$ cat config.mk
export PLATFORM = sky130hd
export DESIGN_NAME = meter_packet_deframe_decode
export DESIGN_NICKNAME = d
export VERILOG_FILES = /design/src/rtl/mpdd_pkg.sv /design/src/rtl/meter_packet_deframe_decode.sv /design/src/rtl/mpdd_ring_mem.sv /design/src/rtl/mpdd_frame_scan.sv /design/src/rtl/mpdd_field_dec.sv
export VERILOG_INCLUDE_DIRS = /design/src /design/src/rtl
export SDC_FILE = /design/constraint.sdc
export NUM_CORES = 2
export LEC_CHECK = 0
export ABC_AREA = 0
export BUFFER_PORTS_ARGS = -buffer_cell sky130_fd_sc_hd__buf_2
export CAP_MARGIN = 20
export CORE_UTILIZATION = 55
export DETAILED_ROUTE_END_ITERATION = 10
export PLACE_DENSITY = 0.77
export SETUP_SLACK_MARGIN = 0.15
export SYNTH_ARGS = -nofsm -noshare
export SYNTH_HDL_FRONTEND = slang
export SYNTH_SLANG_ARGS = --single-unit
$ cat constraint.sdc
create_clock -name clk -period 11.1 [get_ports clk]
set_input_delay 1.665 -clock clk [delete_from_list [all_inputs] [get_ports clk]]
set_output_delay 1.665 -clock clk [all_outputs]
set_load 0.01 [all_outputs]
$ cat src/rtl/meter_packet_deframe_decode_defines.svh
// Assertion macros shared by the meter packet deframer RTL.
// Each macro expects signals named clk and rst in the calling module.
`ifndef METER_PACKET_DEFRAME_DECODE_DEFINES_SVH
`define METER_PACKET_DEFRAME_DECODE_DEFINES_SVH

// Same-cycle implication, disabled during reset.
`define MPDD_ASSERT_NOW(name, ante, cons, msg) \
  name: assert property (@(posedge clk) disable iff (rst) (ante) |-> (cons)) \
    else $error(msg);

// Next-cycle implication, disabled during reset.
`define MPDD_ASSERT_NEXT(name, ante, cons, msg) \
  name: assert property (@(posedge clk) disable iff (rst) (ante) |=> (cons)) \
    else $error(msg);

`endif

$ cat src/rtl/mpdd_pkg.sv
// Shared types, constants and helpers for the meter packet deframer.
// No dependencies; imported by the top, scanner and field decoder modules.
package mpdd_pkg;

  // Frame layout
  localparam int FRAME_LEN   = 15;
  localparam int HDR_LEN     = 4;
  localparam int OFF_DIGIT0  = 5;
  localparam int OFF_DIGIT1  = 6;
  localparam int OFF_DIGIT2  = 7;
  localparam int OFF_DIGIT3  = 8;
  localparam int OFF_DEC     = 9;
  localparam int OFF_UNIT    = 10;
  localparam int OFF_FLAGS   = 13;

  // Byte values
  localparam logic [7:0] SYNC_BYTE = 8'hd5;
  localparam logic [7:0] HDR_BYTE1 = 8'hf0;
  localparam logic [7:0] HDR_BYTE2 = 8'h00;
  localparam logic [7:0] HDR_BYTE3 = 8'h0a;
  localparam logic [7:0] NIL_DIGIT = 8'h0f;
  localparam logic [7:0] OVR_DIG0  = 8'h0b;
  localparam logic [7:0] OVR_DIG1  = 8'h0a;
  localparam logic [7:0] OVR_DIG2  = 8'h00;
  localparam logic [7:0] OVR_DIG3  = 8'h0b;
  localparam logic [7:0] UNIT_EXTRA = 8'h0a;

  // Flag byte bit positions
  localparam int FLAG_AC  = 7;
  localparam int FLAG_DC  = 6;
  localparam int FLAG_OK  = 4;
  localparam int FLAG_MIN = 3;
  localparam int FLAG_MAX = 2;
  localparam logic [7:0] LEFTOVER_MASK = 8'h23;

  typedef struct packed {
    logic [7:0] data_byte;
    logic       last_of_chunk;
  } in_word_t;

  typedef struct packed {
    logic        packet_valid;
    logic [13:0] reading;
    logic        overrange;
    logic [7:0]  decimal_count;
    logic [7:0]  unit_code;
    logic        unit_known;
    logic [4:0]  mode_bits;
    logic [7:0]  leftover_bits;
    logic        bad_digit;
    logic        bytes_dropped;
  } out_word_t;

  // Packet bytes captured during the scan
  typedef struct packed {
    logic [3:0][7:0] digits;
    logic [7:0]      dec;
    logic [7:0]      unit;
    logic [7:0]      flags;
  } frame_bytes_t;

  // Scanner status toward the sequencer
  typedef struct packed {
    logic hdr_ok;
    logic b0_sync;
    logic pos_found;
    logic stop;
  } scan_stat_t;

  typedef enum logic [1:0] {
    ST_IDLE,
    ST_SCAN,
    ST_DONE
  } state_t;

  // Expected header byte by position
  function automatic logic [7:0] hdr_byte(input logic [1:0] k);
    logic [7:0] b;
    case (k)
      2'd0:    b = SYNC_BYTE;
      2'd1:    b = HDR_BYTE1;
      2'd2:    b = HDR_BYTE2;
      default: b = HDR_BYTE3;
    endcase
    return b;
  endfunction

endpackage

$ cat src/rtl/meter_packet_deframe_decode.sv
// Meter packet deframer. Bytes are kept in a ring buffer of BUF_DEPTH bytes
// held in one synchronous RAM; a byte that is not the last of its chunk is
// taken at once and the block is ready again the next cycle. At a chunk
// end the block reads the buffer back through the single RAM read port, one
// byte a cycle, until the first sync byte 0xd5 past the start is found (after
// the packet fields while the header holds), byte zero is a sync with a bad
// header, or the fill is exhausted; the scan examines 16 bytes for a plain
// packet followed by its successor's sync byte, up to the fill count when no
// sync byte follows. The leading discard is a head pointer move, so no bytes
// are copied. One result word per chunk end; the input stalls during the scan
// and until the finished result is placed in the output register.
// Depends on mpdd_pkg, mpdd_ring_mem, mpdd_frame_scan, mpdd_field_dec.
`include "meter_packet_deframe_decode_defines.svh"

module meter_packet_deframe_decode #(
  parameter int BUF_DEPTH = 256
) (
  input  logic                clk,
  input  logic                rst,
  input  logic                data_valid,
  output logic                data_stall,
  input  mpdd_pkg::in_word_t  data_word,
  output logic                result_valid,
  input  logic                result_stall,
  output mpdd_pkg::out_word_t result_word
);
  import mpdd_pkg::*;

  localparam int AW = $clog2(BUF_DEPTH);
  localparam int CW = $clog2(BUF_DEPTH + 1);

  state_t        state;
  state_t        state_next;
  logic [AW-1:0] head;
  logic [CW-1:0] fill_count;
  logic          drop_seen;
  logic [CW-1:0] rd_off;
  logic          pr_valid;
  logic [AW-1:0] pr_off;

  logic          accept;
  logic          room;
  logic [CW-1:0] count_after;
  logic [AW-1:0] wr_addr;
  logic [AW-1:0] rd_addr;
  logic          rd_en;
  logic          out_free;
  logic          finish;
  logic [7:0]    rd_data;
  logic [CW-1:0] disc;
  logic [AW-1:0] head_next;

  scan_stat_t    stat;
  logic [AW-1:0] sync_pos;
  frame_bytes_t  fields;
  out_word_t     dec_word;

  // ring index wrap for a sum below twice the depth
  function automatic logic [AW-1:0] wrap(input logic [AW:0] s);
    logic [AW:0] lim;
    lim = (AW+1)'(BUF_DEPTH);
    return (s >= lim) ? AW'(s - lim) : AW'(s);
  endfunction

  // address and count arithmetic
  always_comb begin
    accept      = data_valid && !data_stall;
    room        = (fill_count != CW'(BUF_DEPTH));
    count_after = room ? fill_count + CW'(1) : fill_count;
    wr_addr     = wrap((AW+1)'(head) + (AW+1)'(fill_count));
    rd_addr     = wrap((AW+1)'(head) + (AW+1)'(rd_off));
    disc        = (stat.b0_sync && !stat.hdr_ok) ? '0 :
                  (stat.pos_found ? CW'(sync_pos) : fill_count);
    head_next   = wrap((AW+1)'(head) + (AW+1)'(disc));
  end

  // next state
  always_comb begin
    state_next = state;
    case (state)
      ST_IDLE: begin
        if (accept && data_word.last_of_chunk) begin
          state_next = ST_SCAN;
        end
      end
      ST_SCAN: begin
        if (stat.stop) begin
          state_next = ST_DONE;
        end
      end
      ST_DONE: begin
        if (finish) begin
          state_next = ST_IDLE;
        end
      end
      default: state_next = ST_IDLE;
    endcase
  end

  // state outputs
  always_comb begin
    out_free   = !result_valid || !result_stall;
    data_stall = (state != ST_IDLE);
    rd_en      = (state == ST_SCAN) && (rd_off < fill_count);
    finish     = (state == ST_DONE) && out_free;
  end

  always_ff @(posedge clk) begin
    if (rst) begin
      state <= ST_IDLE;
    end else begin
      state <= state_next;
    end
  end

  // buffer pointers, drop flag and read sequencing
  always_ff @(posedge clk) begin
    if (rst) begin
      head       <= '0;
      fill_count <= '0;
      drop_seen  <= 1'b0;
      rd_off     <= '0;
      pr_valid   <= 1'b0;
    end else begin
      pr_valid <= rd_en;
      if (accept) begin
        fill_count <= count_after;
        rd_off     <= '0;
        if (!room) begin
          drop_seen <= 1'b1;
        end
      end else if (rd_en) begin
        rd_off <= rd_off + CW'(1);
      end
      if (finish) begin
        head       <= head_next;
        fill_count <= fill_count - disc;
        drop_seen  <= 1'b0;
      end
    end
  end

  always_ff @(posedge clk) begin
    pr_off <= rd_off[AW-1:0];
  end

  // output register
  always_ff @(posedge clk) begin
    if (rst) begin
      result_valid <= 1'b0;
    end else if (finish) begin
      result_valid <= 1'b1;
    end else if (!result_stall) begin
      result_valid <= 1'b0;
    end
  end

  always_ff @(posedge clk) begin
    if (finish) begin
      result_word <= dec_word;
    end
  end

  mpdd_ring_mem #(
    .DEPTH(BUF_DEPTH)
  ) u_mem (
    .clk     (clk),
    .wr_en   (accept && room),
    .wr_addr (wr_addr),
    .wr_data (data_word.data_byte),
    .rd_en   (rd_en),
    .rd_addr (rd_addr[AW-1:0]),
    .rd_data (rd_data)
  );

  mpdd_frame_scan #(
    .DEPTH(BUF_DEPTH)
  ) u_scan (
    .clk         (clk),
    .rst         (rst),
    .start       (accept && data_word.last_of_chunk),
    .long_enough (count_after >= CW'(FRAME_LEN)),
    .byte_valid  (pr_valid && (state == ST_SCAN)),
    .byte_off    (pr_off),
    .byte_data   (rd_data),
    .fill_count  (fill_count),
    .stat        (stat),
    .sync_pos    (sync_pos),
    .fields      (fields)
  );

  mpdd_field_dec u_dec (
    .fields  (fields),
    .decoded (stat.hdr_ok),
    .dropped (drop_seen),
    .word    (dec_word)
  );

  // checks
  `MPDD_ASSERT_NOW(a_fill_bound, 1'b1, fill_count <= CW'(BUF_DEPTH), "fill count beyond depth")
  `MPDD_ASSERT_NOW(a_result_src, $rose(result_valid), $past(state) == ST_DONE, "result without scan")
  `MPDD_ASSERT_NOW(a_read_inside, pr_valid && (state == ST_SCAN), CW'(pr_off) < fill_count, "scan read past fill")
  `MPDD_ASSERT_NEXT(a_discard_shrinks, finish, fill_count <= $past(fill_count), "discard grew buffer")

endmodule

$ cat src/rtl/mpdd_ring_mem.sv
// Byte ring storage: one write port, one read port with registered data.
// Uses no package items.
module mpdd_ring_mem #(
  parameter int DEPTH = 256,
  localparam int AW = $clog2(DEPTH)
) (
  input  logic          clk,
  input  logic          wr_en,
  input  logic [AW-1:0] wr_addr,
  input  logic [7:0]    wr_data,
  input  logic          rd_en,
  input  logic [AW-1:0] rd_addr,
  output logic [7:0]    rd_data
);

  logic [7:0] mem [DEPTH];

  // write port
  always_ff @(posedge clk) begin
    if (wr_en) begin
      mem[wr_addr] <= wr_data;
    end
  end

  // read port, registered data
  always_ff @(posedge clk) begin
    if (rd_en) begin
      rd_data <= mem[rd_addr];
    end
  end

endmodule

$ cat src/rtl/mpdd_frame_scan.sv
// Walks buffered bytes as they return from memory: header check, field
// capture and search for the first sync byte. Depends on mpdd_pkg.
module mpdd_frame_scan #(
  parameter int DEPTH = 256,
  localparam int AW = $clog2(DEPTH),
  localparam int CW = $clog2(DEPTH + 1)
) (
  input  logic                  clk,
  input  logic                  rst,
  input  logic                  start,
  input  logic                  long_enough,
  input  logic                  byte_valid,
  input  logic [AW-1:0]         byte_off,
  input  logic [7:0]            byte_data,
  input  logic [CW-1:0]         fill_count,
  output mpdd_pkg::scan_stat_t  stat,
  output logic [AW-1:0]         sync_pos,
  output mpdd_pkg::frame_bytes_t fields
);
  import mpdd_pkg::*;

  logic hdr_ok;
  logic b0_sync;
  logic pos_found;
  logic is_sync;
  logic at_zero;
  logic hdr_now;
  logic b0_now;
  logic found_now;
  logic need_more;
  logic at_end;

  // view including the byte being processed
  always_comb begin
    is_sync   = (byte_data == SYNC_BYTE);
    at_zero   = (byte_off == '0);
    hdr_now   = hdr_ok && ((byte_off >= AW'(HDR_LEN)) ||
                           (byte_data == hdr_byte(byte_off[1:0])));
    b0_now    = at_zero ? is_sync : b0_sync;
    found_now = pos_found || (!at_zero && is_sync);
    // a live header keeps the scan going until the flag byte is in
    need_more = hdr_now && (byte_off < AW'(OFF_FLAGS));
    at_end    = (CW'(byte_off) == fill_count - CW'(1));
  end

  assign stat.hdr_ok    = hdr_ok;
  assign stat.b0_sync   = b0_sync;
  assign stat.pos_found = pos_found;
  assign stat.stop      = byte_valid &&
                          (at_end || (!need_more && (found_now || (b0_now && !hdr_now))));

  // control flags
  always_ff @(posedge clk) begin
    if (rst) begin
      hdr_ok    <= 1'b0;
      b0_sync   <= 1'b0;
      pos_found <= 1'b0;
    end else if (start) begin
      hdr_ok    <= long_enough;
      b0_sync   <= 1'b0;
      pos_found <= 1'b0;
    end else if (byte_valid) begin
      hdr_ok    <= hdr_now;
      b0_sync   <= b0_now;
      pos_found <= found_now;
    end
  end

  // first sync position past offset zero
  always_ff @(posedge clk) begin
    if (byte_valid && !pos_found && !at_zero && is_sync) begin
      sync_pos <= byte_off;
    end
  end

  // field capture by offset
  always_ff @(posedge clk) begin
    if (byte_valid) begin
      case (byte_off)
        AW'(OFF_DIGIT0): fields.digits[0] <= byte_data;
        AW'(OFF_DIGIT1): fields.digits[1] <= byte_data;
        AW'(OFF_DIGIT2): fields.digits[2] <= byte_data;
        AW'(OFF_DIGIT3): fields.digits[3] <= byte_data;
        AW'(OFF_DEC):    fields.dec       <= byte_data;
        AW'(OFF_UNIT):   fields.unit      <= byte_data;
        AW'(OFF_FLAGS):  fields.flags     <= byte_data;
        default: ;
      endcase
    end
  end

endmodule

$ cat src/rtl/mpdd_field_dec.sv
// Turns captured packet bytes into the result word.
// Depends on mpdd_pkg.
module mpdd_field_dec (
  input  mpdd_pkg::frame_bytes_t fields,
  input  logic                   decoded,
  input  logic                   dropped,
  output mpdd_pkg::out_word_t    word
);
  import mpdd_pkg::*;

  logic [3:0][3:0] dval;
  logic [3:0]      dbad;
  logic            over;
  logic [13:0]     value;

  // per-digit value and bad flag
  always_comb begin
    for (int k = 0; k < 4; k++) begin
      dval[k] = '0;
      dbad[k] = 1'b0;
      if (fields.digits[k] == NIL_DIGIT) begin
        dval[k] = '0;
      end else if (fields.digits[k] > 8'd9) begin
        dbad[k] = 1'b1;
      end else begin
        dval[k] = fields.digits[k][3:0];
      end
    end
  end

  // overrange pattern and digit sum
  always_comb begin
    over  = (fields.digits[0] == OVR_DIG0) && (fields.digits[1] == OVR_DIG1) &&
            (fields.digits[2] == OVR_DIG2) && (fields.digits[3] == OVR_DIG3);
    value = 14'(dval[0]) + 14'(dval[1]) * 14'd10 +
            14'(dval[2]) * 14'd100 + 14'(dval[3]) * 14'd1000;
  end

  // result assembly; no packet leaves only the drop flag
  always_comb begin
    word = '0;
    if (decoded) begin
      word.packet_valid  = 1'b1;
      word.reading       = over ? 14'd0 : value;
      word.overrange     = over;
      word.decimal_count = fields.dec;
      word.unit_code     = fields.unit;
      word.unit_known    = (fields.unit inside {[8'h01:8'h07]}) ||
                           (fields.unit == UNIT_EXTRA);
      word.mode_bits     = {fields.flags[FLAG_AC], fields.flags[FLAG_DC],
                            fields.flags[FLAG_OK], fields.flags[FLAG_MIN],
                            fields.flags[FLAG_MAX]};
      word.leftover_bits = fields.flags & LEFTOVER_MASK;
      word.bad_digit     = !over && (|dbad);
    end
    word.bytes_dropped = dropped;
  end

endmodule
# == Word level (Yosys, flattened, before mapping) ==
# Memories as Yosys holds them, arrays and structs flattened. A register that Yosys moved wholly into a read port is not among the register bits.
# Index checks and enable logic that the tools add are counted.
# word_totals
ff_bits,154
latch_bits,0
mem_bits_rw,2048
rom_bits,0
inputBits,13
output_inout_bits,50
word_cells,184
mem_count,1
# mem_list
memory,depth,width,read_ports,rd_ports_with_merged_regs,wr,line,text
u_mem.mem,256,8,1,1,1,mpdd_ring_mem.sv:16,logic [7:0] mem [DEPTH];
# classes
n_addsub,13
mul,3
n_div,0
n_lt_le_gt_ge,13
eq_ne,27
shift,0
muxes,38
n_bitwise,2
n_reduce_logical,57
# ops
cell,count
"equality test 8 x 4 -> 1 bit, second input constant",12
two-way mux 47 bit,1
two-way mux 9 bit,5
"> comparator 8 x 4 -> 1 bit, second input constant",4
two-way mux 4 bit,8
adder 8 x 9 -> 9 bit,3
">= comparator 9 bit, second input constant",3
"equality test 8 x 3 -> 1 bit, second input constant",3
two-way mux 8 bit,3
case mux 8 bit (3 select lines),1
"subtractor 8 x 1 -> 8 bit, second input constant",3
logical AND 1 bit,21
"adder 9 x 1 -> 9 bit, second input constant",2
zero test 8 bit,2
AND reduction 2 bit,8
two-way mux 1 bit,15
adder 14 x 11 -> 14 bit,1
adder 14 bit,1
two-way mux 14 bit,1
"multiplier 4 x 7 -> 11 bit, second input constant",1
adder 4 x 8 -> 9 bit,1
equality test 8 x 9 -> 1 bit,1
">= comparator 9 x 4 -> 1 bit, second input constant",1
zero test 1 bit,9
other kinds (25),43

# == Longest topological paths before layout ==
# depth
ltp_word,13
ltp_mapped,21
ltp_nobuf,21

# == Modules after synthesis ==
# A second synthesis with hierarchy kept.
# hier_totals
hier_cells,4617
area_unflattened_um2,88997.9
# by_module_without_submodules
module,instances,cells_per_inst,area_per_inst_um2,seq_area_each_um2
mpdd_ring_mem,1,3733,79636.4,61739.2
meter_packet_deframe_decode,1,446,4580.6,2222.1
mpdd_frame_scan,1,166,2605.0,1981.9
mpdd_field_dec,1,272,2175.8,0.0

# == Worst setup path after synthesis ==
# OpenSTA, ideal clock, no wires.
# synth_path
kind,register to register
from,reg u_scan.fields[55] (netlist name)
to,reg result_word[46] (netlist bit) (data pin)
setup_ns,0.266
arrival_time_ns,4.523
t_required_ns,10.834
slack_ns,6.311
path_stages_with_launch,18
period_less_slack_ns,4.789
path_cell_list,edfxtp_1 -> or4_1 -> nor2_1 -> and2_1 -> inv_1 -> fa_1 -> fa_1 -> inv_1 -> ha_1 -> xor2_1 -> fa_1 -> ha_1 -> o21ai_0 -> nand2b_1 -> a2111oi_0 -> nor4_1 -> xnor2_1 -> nor2_1
# synth_via
elab_chain_cells,5
elab_cells_between_ends,9
# synth_lines
item,line,text
> comparator 8 x 4 -> 1 bit,mpdd_field_dec.sv:23,end else if (fields.digits[k] > 8'd9) begin
two-way mux 4 bit,mpdd_field_dec.sv:23,
two-way mux 4 bit,mpdd_field_dec.sv:21,if (fields.digits[k] == NIL_DIGIT) begin
multiplier 4 x 7 -> 11 bit,mpdd_field_dec.sv:36,14'(dval[2]) * 14'd100 + 14'(dval[3]) * 14'd1000;
adder 14 bit,mpdd_field_dec.sv:36,
end signal: assignment,meter_packet_deframe_decode.sv:160,result_word <= dec_word;
end: declaration,meter_packet_deframe_decode.sv:25,output mpdd_pkg::out_word_t result_word
# Several ways; a longest one is shown, not always the timed one.
# A chain may end at the register's enable or synchronous reset.

# == Worst setup path in the final report ==
# layout_path
from,reg rd_off[0]
to,reg u_mem.rd_data[1] (read register of u_mem.mem) (data pin)
# layout_via
elab_chain_cells,3
elab_cells_between_ends,6
# layout_lines
item,line,text
start: declaration,meter_packet_deframe_decode.sv:37,logic [CW-1:0] rd_off;
start signal: assignment,meter_packet_deframe_decode.sv:133,rd_off <= rd_off + CW'(1);
adder 8 x 9 -> 9 bit,meter_packet_deframe_decode.sv:71,rd_addr = wrap((AW+1)'(head) + (AW+1)'(rd_off));
subtractor 8 x 1 -> 8 bit / >= comparator 9 bit (equally long branches),meter_packet_deframe_decode.sv:62,return (s >= lim) ? AW'(s - lim) : AW'(s);
two-way mux 8 bit,meter_packet_deframe_decode.sv:62,
end: declaration,mpdd_ring_mem.sv:13,output logic [7:0] rd_data
# Several ways; a longest one is shown, not always the timed one.

==> results_dict.tcl <==
set metrics [dict create \
    outcome "complete, no violations" \
    holdCritPathClass "reg -> reg" \
    grt.overflow.total 0 \
    cts_hold_buf 0 \
    mostFrequentLayoutCells "edfxtp_1, mux4_2, nor2_1, nand2_1, clkbuf_16" \
    die_height_um 403 \
    synth_top_family_by_area "multiplexers" \
    drv_slew 0 \
    synth_mux_area_share_pct 16.0 \
    die_area_sq_um 163000 \
    grt_first_pass_wirelength_um 308000 \
    yosysSeqAreaShare_pct 74.3 \
    wire_per_inst_um 31.0 \
    antenna_left 0 \
    clkLatencyLatePin_ps 840 \
    drc 0 \
    syn_area_sq_um 88500 \
    cp_max_fo 141 \
    ctsResizeCount 0 \
    tns_ps 0 \
    dp_cells 6417 \
    drv_cap 0 \
    final_common_cell "edfxtp_1" \
    viasPerCell 6.52 \
    cts_tree "done" \
    grt_pass1_vias 44891 \
    synth_compound_area_share_pct 2.10 \
    pwr-share-clk_pct 43.0 \
    preCtsSetupSlack_ps 5460 \
    synthArstFlopShare_pct 0 \
    coreArea_sq_um 159000 \
    finalSetupViolCount 0 \
    crit_buf_inv 2 \
    p_leak_nw 30.9 \
    cts.sinks 2205 \
    rows 146 \
    worstMarginPinSlew_ps 1240 \
    end_kind "flip-flop" \
    ys.flop_type "edfxtp_1" \
    io_pins 63 \
    hold_viol 0 \
    path_delay_family "adder cells" \
    crit_type "reg -> reg" \
    cts-buffers-inserted 209 \
    cts_htree_levels 4 \
    ys_ff_latch 2205 \
    drt_iter0_markers 6230 \
    synth_cells 4353 \
    fin_skew_ps 49.7 \
    fin_ws_ps 5390 \
    max_freq_mhz 175 \
    syn-mean-instance-area_sq_um 20.3 \
    required_ps 11650 \
    seq_power_share_pct 55.0 \
    stdcell_count 6820 \
    fin_crit_ps 5710 \
    slew_headroom_pct 17.0 \
    ir_worst_vdd_mv 0.172 \
    min_period_over_period_pct 51.5 \
    cpPeakStageDelay_ps 1320 \
    cts_root_buffer "clkbuf_16" \
    grt.total_usage_pct 26.4 \
    nNetsFinal 4604 \
    combPwrFrac_pct 2.0 \
    wl_um 212000 \
    die_w_um 403 \
    synth_fa_ha_area_share_pct 1.64 \
    gp_congestion 0.867 \
    power.density_nw_per_um2 169 \
    synth-warning-count 0 \
    area_growth_syn_to_layout_pct 10.9 \
    synth_xor_area_share_pct 0.702 \
    first_pass_iters 6 \
    dp_hpwl_um 123000 \
    post_cts_buffers 0 \
    cp-start-kind "flip-flop" \
    power.switching_w 0.00334 \
    path_clk_slew_ps 60 \
    rsz0062_at_grt "no" \
    cp.arrival_ps 6260 \
    grt_start_max_net_pins 142 \
    synth-edff-count 2163 \
    final_area_sq_um 98200 \
    cp_cell_sequence "ha_4 > fa_4 > buf_12 > buf_12 > mux4_2 > mux4_2 > nand2_1 > a21oi_1 > a211oi_1 > a2111oi_2" \
    dpl_cell_area_sq_um 91300 \
    cp_slowest_cell "fa_4" \
    grt_antenna_before_repair 5 \
    drive_above_1_share_pct 22.9 \
    initial_utilization_pct 55.6 \
    clockBufferDepth 3 \
    ys_types 74 \
    hold_ws_ps 447 \
    vias 44454 \
    internal-power_w 0.0133 \
    swShare_pct 20.1 \
    portBuffers 57 \
    yosys.area_share.simple_pct 3.74 \
]
## power groups by stage
stage / clock network (W) / registers [W] / logic, W
finish: 0.00715 / 0.00915 / 0.000337
global route: 0.00749 / 0.00914 / 0.000357
CTS: 0.00720 / 0.00915 / 0.000335
detailed placement: 0 / 0.00933 / 0.000334
global placement: 0 / 0.00932 / 0.000321
floorplan: 0 / 0.00932 / 0.000154
## final cells by class
type	instances	area, sq um
Sequential cell	2205	65800
Timing Repair Buffer	142	1130
Multi-Input combinational cell	1866	21500
Clock inverter	134	1410
Antenna cell	10	25.0
Clock buffer	253	5440
Fill cell	10406	60900
Inverter	64	240
Tap cell	2146	2690
## cell usage after synthesis, drive strengths merged (9+ instances only)
master,number,area (sq um)
a2111oi,15,209
a31oi,12,75.1
nand2b,16,100
ha,83,1040
nand4,10,62.6
a32o,16,160
nor2b,11,68.8
xnor2,42,368
mux4,600,13500
nand2,215,807
or4,9,67.6
o21ai,53,265
fa,20,400
inv,63,236
nor2,361,1360
o211ai,10,75.1
and2,30,188
buf,110,674
a221oi,17,168
and3,35,219
edfxtp,2163,65000
a21o,14,105
nor3,25,130
nand3,16,80.1
mux2i,63,631
or3,12,75.1
a21oi,61,309
clkbuf,113,428
dfxtp,42,841
xor2,29,254
a211oi,12,90.1
a311o,10,100
## final timing paths
| check | start | to | slack [ps] | cells after the start |
|---|---|---|---|---|
| max | rd_off[0]$_SDFFE_PP0P_ | u_mem.rd_data[1]$_DFFE_PP_ | 5390 | 10 |
| min | drop_seen$_SDFFE_PP0P_ | result_word[0]$_DFFE_PP_ | 450 | 0 |
| max reg2reg | rd_off[0]$_SDFFE_PP0P_ | u_mem.rd_data[1]$_DFFE_PP_ | 5390 | 10 |
| min reg2reg | drop_seen$_SDFFE_PP0P_ | result_word[0]$_DFFE_PP_ | 450 | 0 |
## metal layers
metal  global-route usage (%)  up-vias  part of all wire, %
met2                     41.9     2774                   49
met4                     11.7        2                  4.4
li1                         -    18093                    -
met1                     34.7    23088                   36
met3                     6.96      497                   11
met5                    0.416        -                0.043
## cells by family (layout without fill, tap and decap cells)
logic type               after synthesis  after routing
multiplexers                         663            663
AO/OA/AOI/OAI                        259            259
adder cells (fa/ha/maj)              104            104
flip-flops                          2205           2205
AND/OR/NAND/NOR                      762            762
XOR/XNOR                              71             71
other                                  2             17
buffers and inverters                287            593
## per-stage QoR
stage	util, %	total power [W]
6_report	61.7	0.0166
5_1_grt	61.7	0.0170
4_1_cts	61.7	0.0167
3_5_place_dp	57.4	0.00966
3_3_place_gp	57.3	0.00965
2_1_floorplan	-	0.00947
## flip-flops by register name, indices dropped and copies added, names as in the netlist, 2 cells and up
signal	flops
u_mem.mem	2048
u_scan.fields	56
result_word	43
fill_count	9
rd_off	9
head	8
pr_off	8
u_mem.rd_data	8
u_scan.sync_pos	8
state	2
(Power assumes the default switching activity.)
